===== src/fir_pkg.sv =====
// Shared types, sizes and codes for the direct-form FIR filter.
// No dependencies; every other file in src uses it by scoped names.
`default_nettype none

package fir_pkg;

    localparam int MAX_TAPS    = 64;
    localparam int SAMPLE_BITS = 16;
    localparam int FRAC_BITS   = SAMPLE_BITS - 1;
    localparam int ADDR_W      = $clog2(MAX_TAPS);
    localparam int LEN_W       = 7;
    localparam int INDEX_W     = 6;
    localparam int PROD_W      = 2 * SAMPLE_BITS;
    localparam int ACC_W       = 40;

    typedef logic signed [SAMPLE_BITS-1:0] sample_t;
    typedef logic [ADDR_W-1:0]             addr_t;
    typedef logic [LEN_W-1:0]              len_t;
    typedef logic signed [PROD_W-1:0]      prod_t;
    typedef logic signed [ACC_W-1:0]       acc_t;

    localparam logic MODE_SAMPLE = 1'b0;
    localparam logic MODE_LOAD   = 1'b1;

    // Largest Q1.15 value, the nearest thing to unity gain.
    localparam sample_t COEF_UNITY = sample_t'((1 << FRAC_BITS) - 1);

    // Control that travels down the multiply-accumulate pipeline with each tap.
    typedef struct packed {
        logic vld;
        logic first;
        logic last;
    } mac_ctl_t;

endpackage

`default_nettype wire


===== src/fir_delay_ram.sv =====
// Sample history memory, used as a circular buffer, with registered read.
// Entries never written read as zero. Depends on fir_pkg.
`default_nettype none

module fir_delay_ram (
    input  wire logic             clk,
    input  wire logic             rst_n,
    input  wire logic             we,
    input  wire fir_pkg::addr_t   waddr,
    input  wire fir_pkg::sample_t wdata,
    input  wire fir_pkg::addr_t   raddr,
    output fir_pkg::sample_t      rdata
);

    fir_pkg::sample_t              mem [fir_pkg::MAX_TAPS];
    logic [fir_pkg::MAX_TAPS-1:0]  valid_reg;
    fir_pkg::sample_t              rd_reg;
    logic                          rd_vld_reg;

    always_ff @(posedge clk)
    begin
        if (we)
        begin
            mem[waddr] <= wdata;
        end
        rd_reg <= mem[raddr];
    end

    always_ff @(posedge clk or negedge rst_n)
    begin
        if (!rst_n)
        begin
            valid_reg  <= '0;
            rd_vld_reg <= 1'b0;
        end
        else
        begin
            if (we)
            begin
                valid_reg[waddr] <= 1'b1;
            end
            rd_vld_reg <= valid_reg[raddr];
        end
    end

    assign rdata = rd_vld_reg ? rd_reg : '0;

endmodule

`default_nettype wire


===== src/fir_coef_ram.sv =====
// Coefficient memory with registered read. An entry never loaded reads as
// its reset value: unity at tap 0, zero elsewhere. Depends on fir_pkg.
`default_nettype none

module fir_coef_ram (
    input  wire logic             clk,
    input  wire logic             rst_n,
    input  wire logic             we,
    input  wire fir_pkg::addr_t   waddr,
    input  wire fir_pkg::sample_t wdata,
    input  wire fir_pkg::addr_t   raddr,
    output fir_pkg::sample_t      rdata
);

    fir_pkg::sample_t              mem [fir_pkg::MAX_TAPS];
    logic [fir_pkg::MAX_TAPS-1:0]  valid_reg;
    fir_pkg::sample_t              rd_reg;
    logic                          rd_vld_reg;
    logic                          rd_zero_reg;

    always_ff @(posedge clk)
    begin
        if (we)
        begin
            mem[waddr] <= wdata;
        end
        rd_reg      <= mem[raddr];
        rd_zero_reg <= (raddr == '0);
    end

    always_ff @(posedge clk or negedge rst_n)
    begin
        if (!rst_n)
        begin
            valid_reg  <= '0;
            rd_vld_reg <= 1'b0;
        end
        else
        begin
            if (we)
            begin
                valid_reg[waddr] <= 1'b1;
            end
            rd_vld_reg <= valid_reg[raddr];
        end
    end

    always_comb
    begin
        if (rd_vld_reg)
        begin
            rdata = rd_reg;
        end
        else if (rd_zero_reg)
        begin
            rdata = fir_pkg::COEF_UNITY;
        end
        else
        begin
            rdata = '0;
        end
    end

endmodule

`default_nettype wire


===== src/fir_mac.sv =====
// Shared multiply-accumulate unit with round-half-up and saturation to Q1.15.
// One tap per cycle: multiply stage, then accumulate stage. Depends on fir_pkg.
`default_nettype none

module fir_mac (
    input  wire logic              clk,
    input  wire logic              rst_n,
    input  wire fir_pkg::mac_ctl_t ctl,
    input  wire fir_pkg::sample_t  samp,
    input  wire fir_pkg::sample_t  coef,
    output logic                   done,
    output fir_pkg::sample_t       y,
    output logic                   clip
);

    localparam fir_pkg::acc_t HALF = fir_pkg::acc_t'(1 << (fir_pkg::FRAC_BITS - 1));
    localparam fir_pkg::acc_t QMAX = fir_pkg::acc_t'((1 << fir_pkg::FRAC_BITS) - 1);
    localparam fir_pkg::acc_t QMIN = fir_pkg::acc_t'(-(1 << fir_pkg::FRAC_BITS));

    fir_pkg::prod_t    prod_reg;
    fir_pkg::mac_ctl_t ctl_a_reg;
    fir_pkg::acc_t     acc_reg;
    fir_pkg::acc_t     prod_ext;
    fir_pkg::acc_t     rounded;
    fir_pkg::acc_t     q;
    logic              done_reg;

    always_ff @(posedge clk)
    begin
        prod_reg <= fir_pkg::prod_t'(samp * coef);
        if (ctl_a_reg.vld)
        begin
            acc_reg <= ctl_a_reg.first ? prod_ext : fir_pkg::acc_t'(acc_reg + prod_ext);
        end
    end

    always_ff @(posedge clk or negedge rst_n)
    begin
        if (!rst_n)
        begin
            ctl_a_reg <= '0;
            done_reg  <= 1'b0;
        end
        else
        begin
            ctl_a_reg <= ctl;
            done_reg  <= ctl_a_reg.vld && ctl_a_reg.last;
        end
    end

    assign prod_ext = fir_pkg::acc_t'(prod_reg);

    // The accumulator holds its value until the next request starts, so the
    // rounded result stays valid for as long as the sequencer needs it.
    assign rounded = fir_pkg::acc_t'(acc_reg + HALF);
    assign q       = rounded >>> fir_pkg::FRAC_BITS;

    always_comb
    begin
        if (q > QMAX)
        begin
            y    = fir_pkg::sample_t'(QMAX);
            clip = 1'b1;
        end
        else if (q < QMIN)
        begin
            y    = fir_pkg::sample_t'(QMIN);
            clip = 1'b1;
        end
        else
        begin
            y    = fir_pkg::sample_t'(q);
            clip = 1'b0;
        end
    end

    assign done = done_reg;

endmodule

`default_nettype wire


===== src/fir_filter_real.sv =====
// Direct-form real FIR filter: top level with the tap sequencer and output register.
// A sample request is registered at the output after one multiplier pass per tap, the length
// clamped to 1..64; a load writes one coefficient and leaves the block idle.
// A new request is taken the cycle after the result is registered, even while it waits.
// Reset clears control state at once; history reads as zero and taps as their defaults.
// Depends on fir_pkg, fir_delay_ram, fir_coef_ram and fir_mac.
`default_nettype none

module fir_filter_real (
    input  wire logic                            clk,
    input  wire logic                            rst_n,
    input  wire logic                            in_valid,
    output logic                                 in_stall,
    input  wire logic                            mode,
    input  wire fir_pkg::sample_t                sample_in,
    input  wire logic [fir_pkg::INDEX_W-1:0]     tap_index,
    input  wire fir_pkg::sample_t                tap_value,
    output logic                                 out_valid,
    input  wire logic                            out_stall,
    output fir_pkg::sample_t                     sample_out,
    output logic                                 clipped,
    input  wire logic                            cfg_valid,
    output logic                                 cfg_ready,
    input  wire fir_pkg::len_t                   cfg_data
);

    typedef enum logic [3:0] {
        ST_IDLE = 4'b0001,
        ST_RUN  = 4'b0010,
        ST_WAIT = 4'b0100,
        ST_OUT  = 4'b1000
    } state_t;

    state_t            state_reg, state_next;
    fir_pkg::len_t     taps_reg;
    fir_pkg::addr_t    wp_reg, wp_next;
    fir_pkg::addr_t    base_reg, base_next;
    fir_pkg::addr_t    k_reg, k_next;
    fir_pkg::addr_t    last_reg, last_next;
    fir_pkg::mac_ctl_t ctl_issue;
    fir_pkg::mac_ctl_t ctl_d_reg;
    logic              out_valid_reg;
    fir_pkg::sample_t  sample_out_reg;
    logic              clipped_reg;

    logic              in_accept;
    logic              out_load;
    logic              delay_we;
    logic              coef_we;
    fir_pkg::addr_t    delay_raddr;
    fir_pkg::addr_t    last_eff;
    fir_pkg::sample_t  delay_rdata;
    fir_pkg::sample_t  coef_rdata;
    logic              mac_done;
    fir_pkg::sample_t  mac_y;
    logic              mac_clip;

    assign in_stall  = (state_reg != ST_IDLE);
    assign in_accept = in_valid && !in_stall;
    assign cfg_ready = 1'b1;

    // Filter length clamped to 1..MAX_TAPS, held as the index of the last tap.
    always_comb
    begin
        if (taps_reg == '0)
        begin
            last_eff = '0;
        end
        else if (taps_reg > fir_pkg::len_t'(fir_pkg::MAX_TAPS))
        begin
            last_eff = fir_pkg::addr_t'(fir_pkg::MAX_TAPS - 1);
        end
        else
        begin
            last_eff = fir_pkg::addr_t'(taps_reg - fir_pkg::len_t'(1));
        end
    end

    assign delay_we = in_accept && (mode == fir_pkg::MODE_SAMPLE);
    assign coef_we  = in_accept && (mode == fir_pkg::MODE_LOAD)
                      && (int'(tap_index) < fir_pkg::MAX_TAPS);

    // The newest sample sits at base; x[n-k] is k entries behind it.
    assign delay_raddr = fir_pkg::addr_t'(base_reg - k_reg);

    always_comb
    begin
        ctl_issue.vld   = (state_reg == ST_RUN);
        ctl_issue.first = (k_reg == '0);
        ctl_issue.last  = (k_reg == last_reg);
    end

    assign out_load = (state_reg == ST_OUT) && (!out_valid_reg || !out_stall);

    always_comb
    begin
        state_next = state_reg;
        wp_next    = wp_reg;
        base_next  = base_reg;
        k_next     = k_reg;
        last_next  = last_reg;
        case (state_reg)
            ST_IDLE:
            begin
                if (delay_we)
                begin
                    base_next  = wp_reg;
                    wp_next    = fir_pkg::addr_t'(wp_reg + 1'b1);
                    k_next     = '0;
                    last_next  = last_eff;
                    state_next = ST_RUN;
                end
            end
            ST_RUN:
            begin
                k_next = fir_pkg::addr_t'(k_reg + 1'b1);
                if (k_reg == last_reg)
                begin
                    state_next = ST_WAIT;
                end
            end
            ST_WAIT:
            begin
                if (mac_done)
                begin
                    state_next = ST_OUT;
                end
            end
            ST_OUT:
            begin
                if (out_load)
                begin
                    state_next = ST_IDLE;
                end
            end
            default:
            begin
                state_next = ST_IDLE;
            end
        endcase
    end

    always_ff @(posedge clk or negedge rst_n)
    begin
        if (!rst_n)
        begin
            state_reg     <= ST_IDLE;
            taps_reg      <= fir_pkg::len_t'(1);
            wp_reg        <= '0;
            base_reg      <= '0;
            k_reg         <= '0;
            last_reg      <= '0;
            ctl_d_reg     <= '0;
            out_valid_reg <= 1'b0;
        end
        else
        begin
            state_reg <= state_next;
            wp_reg    <= wp_next;
            base_reg  <= base_next;
            k_reg     <= k_next;
            last_reg  <= last_next;
            ctl_d_reg <= ctl_issue;
            if (cfg_valid && cfg_ready)
            begin
                taps_reg <= cfg_data;
            end
            if (out_load)
            begin
                out_valid_reg <= 1'b1;
            end
            else if (!out_stall)
            begin
                out_valid_reg <= 1'b0;
            end
        end
    end

    always_ff @(posedge clk)
    begin
        if (out_load)
        begin
            sample_out_reg <= mac_y;
            clipped_reg    <= mac_clip;
        end
    end

    assign out_valid  = out_valid_reg;
    assign sample_out = sample_out_reg;
    assign clipped    = clipped_reg;

    fir_delay_ram u_delay (
        .clk   (clk),
        .rst_n (rst_n),
        .we    (delay_we),
        .waddr (wp_reg),
        .wdata (sample_in),
        .raddr (delay_raddr),
        .rdata (delay_rdata)
    );

    fir_coef_ram u_coef (
        .clk   (clk),
        .rst_n (rst_n),
        .we    (coef_we),
        .waddr (fir_pkg::addr_t'(tap_index)),
        .wdata (tap_value),
        .raddr (k_reg),
        .rdata (coef_rdata)
    );

    fir_mac u_mac (
        .clk   (clk),
        .rst_n (rst_n),
        .ctl   (ctl_d_reg),
        .samp  (delay_rdata),
        .coef  (coef_rdata),
        .done  (mac_done),
        .y     (mac_y),
        .clip  (mac_clip)
    );

    // The accumulator finishes only while the sequencer waits for it.
    a_done_in_wait: assert property (@(posedge clk) disable iff (!rst_n)
        mac_done |-> (state_reg == ST_WAIT))
        else $error("accumulation finished outside the wait state");

    // The tap counter never runs past the last tap of the filter.
    a_k_in_range: assert property (@(posedge clk) disable iff (!rst_n)
        (state_reg == ST_RUN) |-> (k_reg <= last_reg))
        else $error("tap counter beyond filter length");

    // A load request leaves the block idle and produces no result.
    a_load_no_result: assert property (@(posedge clk) disable iff (!rst_n)
        (in_accept && (mode == fir_pkg::MODE_LOAD)) |=> (state_reg == ST_IDLE))
        else $error("load request started a filter pass");

    // A sample request writes the history pointer forward by one.
    a_wp_step: assert property (@(posedge clk) disable iff (!rst_n)
        delay_we |=> (wp_reg == fir_pkg::addr_t'($past(wp_reg) + 1'b1)))
        else $error("history pointer did not advance");

endmodule

`default_nettype wire

===== config.mk =====
export PLATFORM = sky130hd
export DESIGN_NAME = fir_filter_real
export DESIGN_NICKNAME = d
export VERILOG_FILES = /design/src/fir_pkg.sv /design/src/fir_delay_ram.sv /design/src/fir_coef_ram.sv /design/src/fir_mac.sv /design/src/fir_filter_real.sv
export SDC_FILE = /design/constraint.sdc
export NUM_CORES = 2
export LEC_CHECK = 0
export BUFFER_PORTS_ARGS = -buffer_cell sky130_fd_sc_hd__clkbuf_2
export CORE_AREA = 2 2 485 607
export DETAILED_ROUTE_END_ITERATION = 12
export DIE_AREA = 0 0 487 609
export GPL_TIMING_DRIVEN = 0
export PLACE_DENSITY = 0.52
export SKIP_CTS_REPAIR_TIMING = 1
export SLEW_MARGIN = 20
export SYNTH_ARGS = -nofsm -noshare
export SYNTH_HDL_FRONTEND = slang
export SYNTH_SLANG_ARGS = --single-unit

===== constraint.sdc =====
create_clock -name clk -period 6 [get_ports clk]
set_input_delay 0.3 -clock clk [delete_from_list [all_inputs] [get_ports clk]]
set_output_delay 0.3 -clock clk [all_outputs]
set_load 0.02 [all_outputs]

==> results by group <==
Run status
  • Status: complete, but fails checks
  • Failing checks: negative hold slack, negative setup slack

Worst setup path
  • Largest stage delay, worst path: about 550 ps
  • Worst path arrival time: a little over 7000 ps
  • Critical Path, Cell by Cell: clkbuf_2, and2_1, clkbuf_1, nor2_2, fa_1, fa_1, fa_1, fa_1, fa_1, inv_1, fa_1, inv_2, ha_4, buf_4, nand2_1, nor2_1, a211oi_2, a31oi_4, o2111ai_4, nand2_1, a21o_1, a21oi_1, xnor2_1
  • Largest fanout on the critical path: 10
  • WP data required: about 6700 ps
  • Kind of critical path: flip-flop to flip-flop
  • Slowest CP cell: fa_1
  • WP buf/inv: 5
  • CP Capture Type: flip-flop
  • Setup crit start kind: flip-flop
  • CP delay by family, top: adder cells
  • Most common cell on crit path: fa_1

Cells and area
  • Nets@finish: 6295
  • Area of the multi-input gates: 31440 sq um
  • Storage cell area: 68850 sq um
  • Biggest registers after layout: u_coef.mem: 1024 flops, u_delay.mem: 1024 flops
  • Layout filler cell count: 25960
  • Share of cells above drive strength 1: 29.80%
  • Area grow syn2layout: 16.42%
  • Final non-filler cell area: 117900 sq um

STA
  • Final worst-path setup slack: -483.7 ps
  • Slew Viols, Final: 0
  • Setup TNS: -2901 ps
  • Slew headroom: 23.75%
  • Worst Tran Pin Value: between 1000 and 1500 ps
  • Fin. Hold Viols: 18
  • Skew final: roughly 130 ps
  • Final cycle utilization of the critical path: 108.1%
  • Max Fclk: about 0.15 GHz
  • WHS: -26.20 ps
  • Final period demand of the worst path: around 6500 ps
  • Final setup viols: 13
  • RSZ-0062 raised after global routing: true

Die
  • Die area: between 200000 and 300000 sq um
  • Starting density of the core: 34.76%
  • Core area: between 200000 and 300000 sq um
  • Die height: 609 um
  • I/O pin count: just over 70
  • Chip Width: 487 um
  • Row cnt: about 220

Run
  • Max Cap Viol: 0

Synthesis
  • Synth Warn #: 0
  • #FFs+latches synth: approximately 2300
  • Number of flops mapped to enable cells by yosys: ~2100
  • Most instantiated cells after synthesis: 2105 x edfxtp_1, 697 x mux4_2, 319 x nor2_1
  • Post-synthesis cell count: around 5400
  • Post-synthesis sequential area ratio: about two thirds
  • Synth area leaders: edfxtp_1 62%, mux4_2 15%, fa_1 5.2%
  • Post-synthesis async set-or-reset flop share: 7.384%
  • Count of different cell masters after synthesis: between 70 and 80
  • Post-synth top area share: 62.41%
  • Primary FF master, synth: edfxtp_1
  • Mean Syn Cell Area: about 19 sq um
  • Mapped cell area: between 100000 and 150000 sq um
  • Cell taking the most area after synthesis: edfxtp_1
  • Syn_nets: ~5800
  • Cell with the most instances after synthesis: edfxtp_1

Clocking
  • Clock Tree Buf Depth: 4
  • Clk Latency, worst-skew pair: approximately 930 ps
  • CTS root buffer: clkbuf_16
  • CTS Buf Count: 243
  • CTS tree: done
  • Sink Count: between 2000 and 2500
  • Clock-pin slew on the worst setup and hold paths: around 60 ps
  • H-Tree Depth: 4

Placement
  • Placed Area: about 110000 sq um
  • Post-DP HPWL: around 190 mm
  • I/O Buffers: 63
  • Final Wtd Congestion: between 0.8 and 0.9

Global routing
  • Total congestion overflow: 0
  • Largest net degree at the start of global routing: 68
  • GRT Total Usage: 18.24%
  • Number of antenna violations at the first check in global routing: 19
  • First-pass GRT wire length: roughly 400 mm
  • Number of global-route vias before repair: around 54000

Detailed routing
  • Vias/cell: slightly above 5
  • Pre-antenna DRT Iters: 5
  • Detail Route Antenna Nets: 0
  • Avg WL per Cell: 27.71 um
  • DRC violations left: 0
  • Vias post-DR: between 50000 and 60000
  • Post-Route WL: about 270 mm
  • Iteration-0 DRC Markers: 4442

Hold path
  • Worst Hold Class: input port to asynchronous set/reset pin
-- through the flow --
| step | worst slack [ps] | cells | utilization [%] |
|---|---|---|---|
| floorplan | 17.39 | 5363 | - |
| global placement | -1618 | 9234 | 36.53 |
| detailed placement | -1636 | 9339 | 37.33 |
| CTS | -1622 | 9786 | 39.93 |
| global route | -778.5 | 9861 | 40.46 |
| finish | -483.7 | 9866 | 40.47 |
-- cell usage in the layout (no fill, tap or decap), types with 38 or more instances in the layout --
master and instances:
or2_2 130, edfxtp_1 2105, dfxtp_1 65, o21ai_0 76, xnor2_1 70, a21oi_1 82, clkbuf_16 251, buf_8 40
a21o_1 44, buf_6 67, clkbuf_2 63, nor2_4 54, nor2_1 185, clkinv_2 41, clkbuf_1 171, nand3_1 38
buf_4 60, mux4_2 697, ha_1 117, inv_1 304, fa_1 251, nand2_1 232, dfrtp_1 170, nor2_2 81
buf_2 50
-- area by class of cell --
| class | instances | share of cell area, % |
|---|---|---|
| Sequential cell | 2343 | 58.39 |
| Multi-Input combinational cell | 2460 | 26.67 |
| Clock buffer | 350 | 5.818 |
| Tap cell | 3808 | 4.041 |
| Timing Repair Buffer | 252 | 2.393 |
| Buffer | 233 | 1.082 |
| Inverter | 315 | 1.003 |
| Clock inverter | 97 | 0.5879 |
| Antenna cell | 8 | 0.01698 |
-- worst paths after layout --
check                                    from                   to  slack, ps  cells after the start
min reg2reg                      ctl_d_reg[1]   u_mac.ctl_a_reg[1]        350                      0
max in group asynchronous               rst_n         state_reg[0]       4930                      4
max reg2reg                u_delay.rd_vld_reg   u_mac.prod_reg[25]       -480                     23
min in group clk                         mode            wp_reg[2]          0                      4
min                                     rst_n  u_coef.valid_reg[7]        -30                      2
max                        u_delay.rd_vld_reg   u_mac.prod_reg[25]       -480                     23
-- layer usage --
layer  vias up  track usage (%)  routed length, um
met5         -                0                 48
met4         8            5.433               8782
met3       373            2.284              11910
met2      1268            32.57             144200
met1     27760            23.07             108500
li1      21840                -                  -
-- cells by family (layout without fill, tap and decap cells) --
logic type / count (synthesis) / after routing / synth area share (%)
fa+ha+maj: 397 / 397 / 6.859
simple gates: 879 / 879 / 4.013
other cells: 1 / 9 / 0.003703
xor+xnor: 109 / 109 / 0.9500
buf+inv: 560 / 1247 / 2.245
compound gates: 348 / 348 / 2.155
flops: 2343 / 2343 / 67.98
mux: 726 / 726 / 15.80
Power is left out: the tool's default activity adds up to more than one toggle a clock period on the data nets, which glitch-free logic cannot reach.
